==> src/design/pur_pkg.sv <==
`timescale 1ns / 1ps
// ----------------------------------------------------------------------------
// pur_pkg: shared types and constants of the piecewise-linear resampler
// Sizes of the breakpoint store, field widths, request codes and the
// command and status bundles between the controller and the datapath.
// ----------------------------------------------------------------------------
package pur_pkg;

    localparam int BP_DEPTH   = 1024;
    localparam int PTR_W      = $clog2(BP_DEPTH);
    localparam int CNT_W      = $clog2(BP_DEPTH + 1);

    localparam int TIME_W     = 40;
    localparam int VAL_W      = 32;
    localparam int IDX_W      = 24;
    localparam int STEP_W     = 16;

    localparam int DIV_STEPS  = 32;
    localparam int DIV_CNT_W  = $clog2(DIV_STEPS);

    localparam int APB_AW     = 3;
    localparam int APB_DW     = 32;

    localparam logic REG_GRID_STEP   = 1'b0;
    localparam logic REG_NUM_SAMPLES = 1'b1;

    typedef enum logic [1:0] {
        REQ_CLEAR  = 2'd0,
        REQ_APPEND = 2'd1,
        REQ_SAMPLE = 2'd2
    } t_req;

    typedef enum logic [1:0] {
        RD_PTR   = 2'd0,
        RD_NEXT  = 2'd1,
        RD_NEXT2 = 2'd2
    } t_rd_sel;

    typedef struct packed {
        logic    clear;
        logic    append;
        logic    start;
        logic    rd_en;
        t_rd_sel rd_sel;
        logic    ld_a;
        logic    walk;
        logic    setup;
        logic    mul_lo;
        logic    mul_hi;
        logic    sum;
        logic    div_step;
        logic    fin;
        logic    load_out;
    } t_cmd;

    typedef struct packed {
        logic empty;
        logic no_next;
        logic hit;
        logic walk_end;
        logic hold;
    } t_stat;

endpackage

==> src/design/pur_ctrl.sv <==
`timescale 1ns / 1ps
// ----------------------------------------------------------------------------
// pur_ctrl: sequencer of the resampler
// Takes items, walks the bracket search, runs the multiply and the divide
// steps and hands each result to the output register.
// ----------------------------------------------------------------------------
module pur_ctrl
    import pur_pkg::*;
(
    input  logic       i_clk,
    input  logic       i_rst_n,
    input  logic       i_in_valid,
    input  logic [1:0] i_in_type,
    input  logic       i_out_ready,
    input  t_stat      i_stat,
    output logic       o_in_ready,
    output logic       o_out_valid,
    output t_cmd       o_cmd
);

    typedef enum logic [10:0] {
        S_IDLE   = 11'b000_0000_0001,
        S_RD_A   = 11'b000_0000_0010,
        S_LD_A   = 11'b000_0000_0100,
        S_WALK   = 11'b000_0000_1000,
        S_SETUP  = 11'b000_0001_0000,
        S_MUL_LO = 11'b000_0010_0000,
        S_MUL_HI = 11'b000_0100_0000,
        S_SUM    = 11'b000_1000_0000,
        S_DIV    = 11'b001_0000_0000,
        S_FIN    = 11'b010_0000_0000,
        S_DONE   = 11'b100_0000_0000
    } t_state;

    t_state                 r_state, n_state;
    logic [DIV_CNT_W-1:0]   r_div_cnt, n_div_cnt;
    logic                   r_out_valid, n_out_valid;
    logic                   w_slot_free;

    assign w_slot_free = !r_out_valid || i_out_ready;

    always_comb begin
        n_state   = r_state;
        n_div_cnt = r_div_cnt;
        o_cmd     = '0;
        unique case (r_state)
            S_IDLE: begin
                if (i_in_valid) begin
                    case (i_in_type)
                        REQ_CLEAR: begin
                            o_cmd.clear = 1'b1;
                        end
                        REQ_APPEND: begin
                            o_cmd.append = 1'b1;
                        end
                        REQ_SAMPLE: begin
                            o_cmd.start = 1'b1;
                            n_state = i_stat.empty ? S_DONE : S_RD_A;
                        end
                        default: begin
                        end
                    endcase
                end
            end
            S_RD_A: begin
                o_cmd.rd_en  = 1'b1;
                o_cmd.rd_sel = RD_PTR;
                n_state      = S_LD_A;
            end
            S_LD_A: begin
                o_cmd.ld_a   = 1'b1;
                o_cmd.rd_en  = 1'b1;
                o_cmd.rd_sel = RD_NEXT;
                n_state      = i_stat.no_next ? S_SETUP : S_WALK;
            end
            S_WALK: begin
                o_cmd.walk   = 1'b1;
                o_cmd.rd_en  = 1'b1;
                o_cmd.rd_sel = RD_NEXT2;
                if (i_stat.hit || i_stat.walk_end) begin
                    n_state = S_SETUP;
                end
            end
            S_SETUP: begin
                o_cmd.setup = 1'b1;
                n_state     = i_stat.hold ? S_DONE : S_MUL_LO;
            end
            S_MUL_LO: begin
                o_cmd.mul_lo = 1'b1;
                n_state      = S_MUL_HI;
            end
            S_MUL_HI: begin
                o_cmd.mul_hi = 1'b1;
                n_state      = S_SUM;
            end
            S_SUM: begin
                o_cmd.sum = 1'b1;
                n_div_cnt = DIV_CNT_W'(DIV_STEPS - 1);
                n_state   = S_DIV;
            end
            S_DIV: begin
                o_cmd.div_step = 1'b1;
                if (r_div_cnt == '0) begin
                    n_state = S_FIN;
                end else begin
                    n_div_cnt = r_div_cnt - 1'b1;
                end
            end
            S_FIN: begin
                o_cmd.fin = 1'b1;
                n_state   = S_DONE;
            end
            S_DONE: begin
                if (w_slot_free) begin
                    o_cmd.load_out = 1'b1;
                    n_state        = S_IDLE;
                end
            end
            default: begin
                n_state = S_IDLE;
            end
        endcase
    end

    always_comb begin
        n_out_valid = r_out_valid;
        if (o_cmd.load_out) begin
            n_out_valid = 1'b1;
        end else if (i_out_ready) begin
            n_out_valid = 1'b0;
        end
    end

    always_ff @(posedge i_clk) begin
        if (!i_rst_n) begin
            r_state     <= S_IDLE;
            r_div_cnt   <= '0;
            r_out_valid <= 1'b0;
        end else begin
            r_state     <= n_state;
            r_div_cnt   <= n_div_cnt;
            r_out_valid <= n_out_valid;
        end
    end

    assign o_in_ready  = (r_state == S_IDLE);
    assign o_out_valid = r_out_valid;

endmodule

==> config.mk <==
export PLATFORM = sky130hd
export DESIGN_NAME = pur_ctrl
export DESIGN_NICKNAME = d
export VERILOG_FILES = /design/src/design/pur_pkg.sv /design/src/design/pur_ctrl.sv
export SDC_FILE = /design/constraint.sdc
export NUM_CORES = 1
export LEC_CHECK = 0
export BUFFER_PORTS_ARGS = -buffer_cell sky130_fd_sc_hd__buf_2
export CORE_ASPECT_RATIO = 0.9
export CORE_MARGIN = 2
export CORE_UTILIZATION = 55
export DETAILED_ROUTE_END_ITERATION = 7
export PLACE_DENSITY = 0.91
export SYNTH_ARGS = -nofsm -noshare
export SYNTH_HDL_FRONTEND = slang
export SYNTH_SLANG_ARGS = --single-unit
==> constraint.sdc <==
create_clock -name i_clk -period 3.9 [get_ports i_clk]
set_input_delay 0.195 -clock i_clk [delete_from_list [all_inputs] [get_ports i_clk]]
set_output_delay 0.195 -clock i_clk [all_outputs]
set_load 0.01 [all_outputs]
## Yosys cells after proc, flatten, opt, wreduce, memory -nomap -nowiden

Cells that the tools add are included.

- Register bits after elaboration: 17
- Input bits: 11
- Logic and storage cells: 61

- Add/subtract/negate cells: 1
- Equality and inequality tests: 19
- Mux-type cells: 29
- Reductions and logical operators: 9

Operators by type and width:

| kind | count |
|---|---|
| $pmux W11 S11 | 1 |
| $mux W11 | 7 |
| $mux W1 | 15 |
| $eq A11 B1 Y1 const B | 1 |
| $eq A11 B10 Y1 const B | 1 |
| $eq A11 B11 Y1 const B | 1 |
| $eq A11 B2 Y1 const B | 1 |
| $eq A11 B3 Y1 const B | 1 |
| $eq A11 B4 Y1 const B | 1 |
| $eq A11 B5 Y1 const B | 1 |
| $eq A11 B6 Y1 const B | 1 |
| $eq A11 B7 Y1 const B | 1 |
| $eq A11 B8 Y1 const B | 1 |
| $eq A11 B9 Y1 const B | 1 |
| $mux W5 | 2 |
| $ne A2 B2 Y1 const B | 5 |
| $pmux W5 S2 | 1 |
| $pmux W3 S3 | 1 |
| $mux W3 | 2 |
| $logic_not A5 Y1 | 1 |
| $reduce_and A5 Y1 | 1 |
| $sub A5 B1 Y5 const B | 1 |
| $reduce_bool A2 Y1 | 2 |
| $eq A2 B1 Y1 const B | 1 |
| other kinds (6) | 7 |

## Longest topological paths before layout

Gate-level depths: netlist of the first run.

- Depth after elaboration: 5
- Mapped depth: 7
- Gate-level depth less buffers: 7

## Worst setup path before layout of the first run

No wires, ideal clock.

- Kind: flip-flop to flip-flop
- Start point: register r_div_cnt[0]
- End point: register r_state[2]
- Setup time: 92 ps
- Data arrival time: 1696 ps
- Data required time: 3808 ps
- Setup slack: 2112 ps
- Stages on the path, launching flop included: 8
- Buffers on the path: 0
- Path through: dfxtp_1 > inv_1 > ha_1 > or3b_2 > o21ai_0 > nand2_1 > a211o_1 > nor4_1

- Word-level cells in the longest chain between the ends: 3

RTL lines:

| item | RTL line | RTL |
|---|---|---|
| start, declared | pur_ctrl.sv:36 | `logic [DIV_CNT_W-1:0] r_div_cnt, n_div_cnt;` |
| start signal, assigned | pur_ctrl.sv:141 | `r_div_cnt <= n_div_cnt;` |
| $logic_not A5 Y1 | pur_ctrl.sv:103 | `if (r_div_cnt == '0) begin` |
| $ne A2 B2 Y1 (no source line) | - |  |
| $reduce_and A5 Y1 (no source line) | - |  |
| end signal, assigned | pur_ctrl.sv:140 | `r_state <= n_state;` |
| end, declared | pur_ctrl.sv:35 | `t_state r_state, n_state;` |

No other way between the ends.
A chain may end at the register's enable or synchronous reset.

==> results.ini, run 1 <==
[grt]
grt_pass1_vias=985
grt_max_degree=12
grt_pass1_wl_um=4280
grt.overflow.total=0
track_usage_pct=24.4
grt_antenna_before_repair=0

[clocking]
cts_buffer_depth=2
clk_latency_ps=300
cts_resized=0
cts_tree=done
post_cts_buffers=0
cts_hold_buf=0
root_buffer=clkbuf_4
cts_num_sinks=17
htreeDepth=1
cts.clk_slew.worst_paths_ps=100
numCtsBuffers=3

[final_layout]
num-fill-cells=168
fin_nets=175
final_common_cell=buf_2
fin_cells=187
final_cell_mix=buf_2, nand2_1, dfxtp_1
area_growth_pct=14.0
drive_gt1_share_pct=22.2
diodes=0

[floorplanning]
io_pins=28
start_util_pct=57.7
die-width_um=51
row_count=15
dieArea_um2=2360
die_h_um=46.3
core-area_um2=1900

[flow_run]
maxCapViolations=0

[synth]
netlist_area_um2=1090
synth_warnings=0
async_flop_share_pct=0
ys_types=48
ys_seq_area_share_pct=31.1
synth_nets=151
avgSynthCellArea_um2=7.87
syn_inst=139
synth_edf_count=0
ys_seq_elements=17
ys.flop_type=dfxtp_1

[setup_path]
worstPathArrival_ps=2020
cp.required_ps=3700
worst_path_dominant_cell_family=simple AND/OR/NAND/NOR gates
path_max_fanout=6
endpoint_kind=primary output
crit_chain=or4_2 -> nor2_2 -> nand2_1 -> nor2_1 -> buf_2
cpPeakStageDelay_ps=720
cp_num_buf_inv=1
crit_slowest_cell=or4_2
crit_path_start_kind=flop
worstSetupPathType=flop to primary output

[drt]
drc=0
wl_per_cell_um=14.1
routed_wl_um=2630
num_vias=1109
via_per_inst=5.93
dr.first_iter.drc_count=27
drtPass1Iterations=4
ant_nets=0

[timing]
period_share_pct=56.7
finalSetupViolations=0
fin_skew_ps=5.02
worstMarginPinSlew_ps=573
max_slew_margin_pct=61.2
fmax_mhz=452
fin_tns_setup_ps=0
final.min_clock_period_ps=2210
hold_viol_final=0
rsz0062_at_grt=false
worst_slack_ps=1690
slew_viol_final=0

[power_and_ir_drop]
pwr-share-seq_pct=50.1
switchingPower_mw=0.125
p_int_mw=0.255
power_density_nw_per_um2=305
total_leakage_power_nw=0.629
peakVddDrop_mv=0.218
power.total_mw=0.380
clkPwrFrac_pct=25.6
switching_share_pct=33.0
p_comb_share_pct=24.3

[place]
dp_cells=183
dp_hpwl_um=2020
post-place-ws_ps=1920
portBuffers=27
place_congestion=0.929

[outcome]
status=complete, no violations

[hold_path]
hp-class=input port to flop

-- power by group through the flow --
| stage | Clock (mW) | Combinational (mW) | Sequential, mW |
|---|---|---|---|
| 2_1_floorplan | 0 | 0.0724 | 0.185 |
| 3_3_place_gp | 0 | 0.0864 | 0.194 |
| 3_5_place_dp | 0 | 0.0907 | 0.194 |
| 4_1_cts | 0.0979 | 0.0912 | 0.190 |
| 5_1_grt | 0.104 | 0.101 | 0.192 |
| 6_report | 0.0971 | 0.0923 | 0.190 |
-- kinds of logic after synthesis --
logic type	share of synthesized area (%)
simple gates	40.6
compound gates	16.1
flops	31.1
buf+inv	6.06
xor+xnor	4.00
mux	0.915
fa+ha+maj	1.14
-- layout make-up --
type	instances	area (um^2)	share of cell area [%]
Clock buffer	4	26.3	2.11
Tap cell	25	31.3	2.51
Sequential cell	17	340	27.3
Timing Repair Buffer	27	135	10.8
Inverter	7	26.3	2.11
Multi-Input combinational cell	107	687	55.1
-- sequential cells by signal, summed over array words and instances (netlist names) --
signal,cells
r_state,11
o_out_valid,1
r_div_cnt,5
-- per-layer routing --
metal  up-vias  wire (um)  track usage [%]
met1       504       1120             29.9
met5         -          0                0
met3        11        167             2.27
li1        543          -                -
met4         0         68             13.0
met2        51       1270             43.1
-- through the flow --
step / hold slack [ps] / utilization, % / area, um^2
final: 85.1 / 65.7 / 1250
after global routing: 99.3 / 65.7 / 1250
after CTS: 77.9 / 65.7 / 1250
after detailed placement: 401 / 64.4 / 1220
after global placement: 399 / 64.4 / 1220
after floorplan: 274 / - / 1090
-- path summary, 6_finish.rpt --
| check | start | endpoint | slack [ps] | cells after the start |
|---|---|---|---|---|
| min | i_stat[4] | r_state[1] | 90 | 2 |
| max | r_state[6] | o_cmd[0] | 1690 | 5 |
| min reg2reg | r_div_cnt[4] | r_div_cnt[4] | 540 | 2 |
| max reg2reg | r_state[6] | r_state[2] | 1870 | 5 |
-- Yosys cell counts (all sizes together) (3+ instances only) --
cell / number / area share, %
dfxtp: 17 / 31
nand2: 17 / 5.8
nor2: 17 / 6.1
nor2b: 8 / 4.6
o21ai: 8 / 3.7
inv: 7 / 2.4
nor4: 6 / 5.4
nor4b: 5 / 4.0
xor2: 5 / 4.0
buf: 4 / 2.3
clkbuf: 4 / 1.4
a21boi: 3 / 2.1
nand3: 3 / 1.4
nor3: 3 / 1.4
or4: 3 / 2.2
Note: power is estimated with default switching activity, not from simulation.
==> inputs of run 2 (changes only) <==
--- a/config.mk
+++ b/config.mk
@@ -5,12 +5,13 @@
 export SDC_FILE = /design/constraint.sdc
 export NUM_CORES = 1
 export LEC_CHECK = 0
+export ABC_AREA = 1
 export BUFFER_PORTS_ARGS = -buffer_cell sky130_fd_sc_hd__buf_2
 export CORE_ASPECT_RATIO = 0.9
 export CORE_MARGIN = 2
-export CORE_UTILIZATION = 55
+export CORE_UTILIZATION = 52
 export DETAILED_ROUTE_END_ITERATION = 7
-export PLACE_DENSITY = 0.91
+export PLACE_DENSITY = 0.87
 export SYNTH_ARGS = -nofsm -noshare
 export SYNTH_HDL_FRONTEND = slang
 export SYNTH_SLANG_ARGS = --single-unit
==> constraint.sdc (replaced) <==
create_clock -name i_clk -period 2.1 [get_ports i_clk]
set_input_delay 0.105 -clock i_clk [delete_from_list [all_inputs] [get_ports i_clk]]
set_output_delay 0.105 -clock i_clk [all_outputs]
set_load 0.01 [all_outputs]
==> run 2 against run 1 <==
Compared with the run above: sequential power increased by 100%; clock-buffer cell count unchanged; area after synthesis increased by 4.6%; hold slack got worse by 10 ps; combinational power increased to 6.5 times the previous value; flip-flop and latch count unchanged; critical path type unchanged.
==> results.ini, run 2 <==
[final_layout]
final_common_cell=inv_1
diodes=0  ; unchanged
fin_cells=219  ; +17%
drive_gt1_share_pct=29.7  ; +7.5 points
final_util_pct=62.7  ; -3.1 points
fin_nets=205  ; +17%
final_cell_area_um2=1330  ; +6.7%
area_growth_pct=16.3
final_cell_mix=inv_1, buf_2, nand2_1
largest-register=r_state
largest_register_ffs=11  ; unchanged

[floorplanning]
die-width_um=53.4  ; +4.8%
io_pins=28  ; unchanged
die_h_um=48.5  ; +4.7%
row_count=16  ; +1
core-area_um2=2120  ; +12%
dieArea_um2=2590  ; +9.7%
start_util_pct=53.9  ; -3.8 points

[hold_path]
hold_path.startpoint=i_stat[3]
hp-class=input port to flop
holdPathStages=4  ; +2
min_to=r_state[3]

[drt]
ant_nets=0  ; unchanged
routed_wl_um=2410  ; -8.3%
num_vias=1104  ; -0.45%
drtPass1Iterations=4  ; unchanged
via_per_inst=5.04  ; -15%
dr.first_iter.drc_count=44  ; +63%
drc=0  ; unchanged
wl_per_cell_um=11.0  ; -22%

[power_and_ir_drop]
power.total_mw=1.16  ; +210%
peakVddDrop_mv=0.551  ; +150%
power_density_nw_per_um2=876  ; +190%
total_leakage_power_nw=0.754  ; +20%

[flow_run]
maxCapViolations=0  ; unchanged

[clocking]
post_cts_buffers=0  ; unchanged
cts_buffer_depth=2  ; unchanged
root_buffer=clkbuf_4
clk_latency_ps=290  ; about the same
numCtsBuffers=3  ; unchanged
htreeDepth=1  ; unchanged
cts_hold_buf=1  ; +1
cts_tree=done
cts_resized=0  ; unchanged
cts_num_sinks=17  ; unchanged
cts.clk_slew.worst_paths_ps=110  ; about the same

[timing]
hold_slack_ps=74.9  ; -10.2 ps
worstMarginPinSlew_ps=333  ; -241 ps
rsz0062_at_grt=false
worst_slack_ps=351  ; -1340 ps
fmax_mhz=572
max_slew_margin_pct=77.8  ; +17 points
final.min_clock_period_ps=1750
slew_viol_final=0  ; unchanged
finalSetupViolations=0  ; unchanged
fin_skew_ps=9.78  ; +4.76 ps
fin_tns_setup_ps=0  ; unchanged
period_share_pct=83.3
hold_viol_final=0  ; unchanged

[setup_path]
cpPeakStageDelay_ps=350  ; -370 ps
crit_path_start_kind=flop
endpoint_kind=primary output
rr_startpoint=r_div_cnt[0]
worstReg2RegEnd=r_state[4]
worst_path_dominant_cell_family=simple AND/OR/NAND/NOR gates
path_max_fanout=6  ; unchanged
cp_num_buf_inv=1  ; unchanged
crit_chain=nor2_2 -> nand2_4 -> nor2_8 -> nand2_1 -> nor4_1 -> buf_2
worstSetupPathType=flop to primary output
r2r_slack_ps=680  ; -1190 ps
worstRegToRegCells=8  ; +3
crit_slowest_cell=dfxtp_1
worstPathArrival_ps=1640  ; -380 ps
cp.required_ps=2000  ; -1700 ps

[synth]
syn_inst=163  ; +17%
yosys.area.top_type_share_pct=29.8  ; -1.4 points
ys_seq_elements=17  ; unchanged
ys.flop_type=dfxtp_1
yosysTopAreaCell=dfxtp_1
synth.top_cells.by_count=inv_1, nand2_1, dfxtp_1, nand3_1, nor2_1
synth_nets=175  ; +16%
netlist_area_um2=1140  ; +4.6%
synth_most_common_cell=inv_1
synth_edf_count=0  ; unchanged
avgSynthCellArea_um2=7.02  ; -11%
async_flop_share_pct=0  ; unchanged
ys_seq_area_share_pct=29.8  ; -1.4 points
synth.top_cells.by_area=dfxtp_1, inv_1, nand3_1
synth_warnings=0  ; unchanged
ys_types=28  ; -42%

[place]
place_congestion=0.869  ; -6.5%
place_area_um2=1290  ; +6.1%
portBuffers=27  ; unchanged
post-place-ws_ps=681  ; -1240 ps
dp_hpwl_um=1980  ; -1.9%
dp_cells=214  ; +17%

[grt]
grt_pass1_vias=987  ; +0.20%
grt_max_degree=12  ; unchanged
grt_pass1_wl_um=4010  ; -6.3%
grt.overflow.total=0  ; unchanged
grt_antenna_before_repair=0  ; unchanged
track_usage_pct=20.5  ; -3.9 points

[outcome]
status=complete, no violations

-- run 2: cell count changes after synthesis, sizes merged, moves of 4 or more --
cell / previous run / this run
nor3: 3 / 9
nand3: 3 / 21
nor2: 17 / 24
a21oi: 2 / 7
inv: 7 / 38
nor2b: 8 / 0
nor4: 6 / 2
nand2: 17 / 27
nor4b: 5 / 0
-- run 2: layer usage --
layer | global-route usage, % | wire length, um | vias to the layer above
met4 | 9.83 | 41 | 0
met3 | 1.85 | 184 | 4
met2 | 32.5 | 1130 | 50
met1 | 27.4 | 1060 | 482
met5 | 0 | 0 | -
li1 | - | - | 568
-- run 2: power breakdown --
group	internal [mW]	leakage, nW	total (mW)	switching [mW]
clock network	0.0738	0.0150	0.180	0.106
registers	0.352	0.138	0.383	0.0309
logic	0.219	0.602	0.602	0.383
-- run 2: how the worst max path moves through the flow --
| stage | startpoint | end | depth (start not counted) |
|---|---|---|---|
| finish | r_state[8] | o_cmd[13] | 6 |
| global route | r_state[8] | o_cmd[14] | 6 |
| CTS | r_state[4] | o_cmd[13] | 6 |
| detailed placement | r_state[4] | o_cmd[13] | 6 |
| global placement | r_state[4] | o_cmd[13] | 6 |
| floorplan | r_state[8] | o_cmd[13] | 5 |
-- run 2: worst min-delay path, cell delays in order --
cell     delay [ps]
buf_2            70
inv_1            40
nand2_1          50
a21oi_1          50
-- run 2: cells by family after synthesis --
group                      synth area share, %
xor gates and xnor gates                  1.53
AOI/OAI and AO/OA                         6.89
DFF                                       29.8
adders and majority gates                 1.09
and+or+nand+nor                           46.6
buffers and inverters                     14.1
-- run 2: layout make-up --
cell class / instances / area (um^2)
sequential: 17 / 340
timing repair buffer: 28 / 145
fill: 195 / 792
tap: 27 / 33.8
inverter: 38 / 143
multi-input combinational: 105 / 642
clock buffer: 4 / 26.3
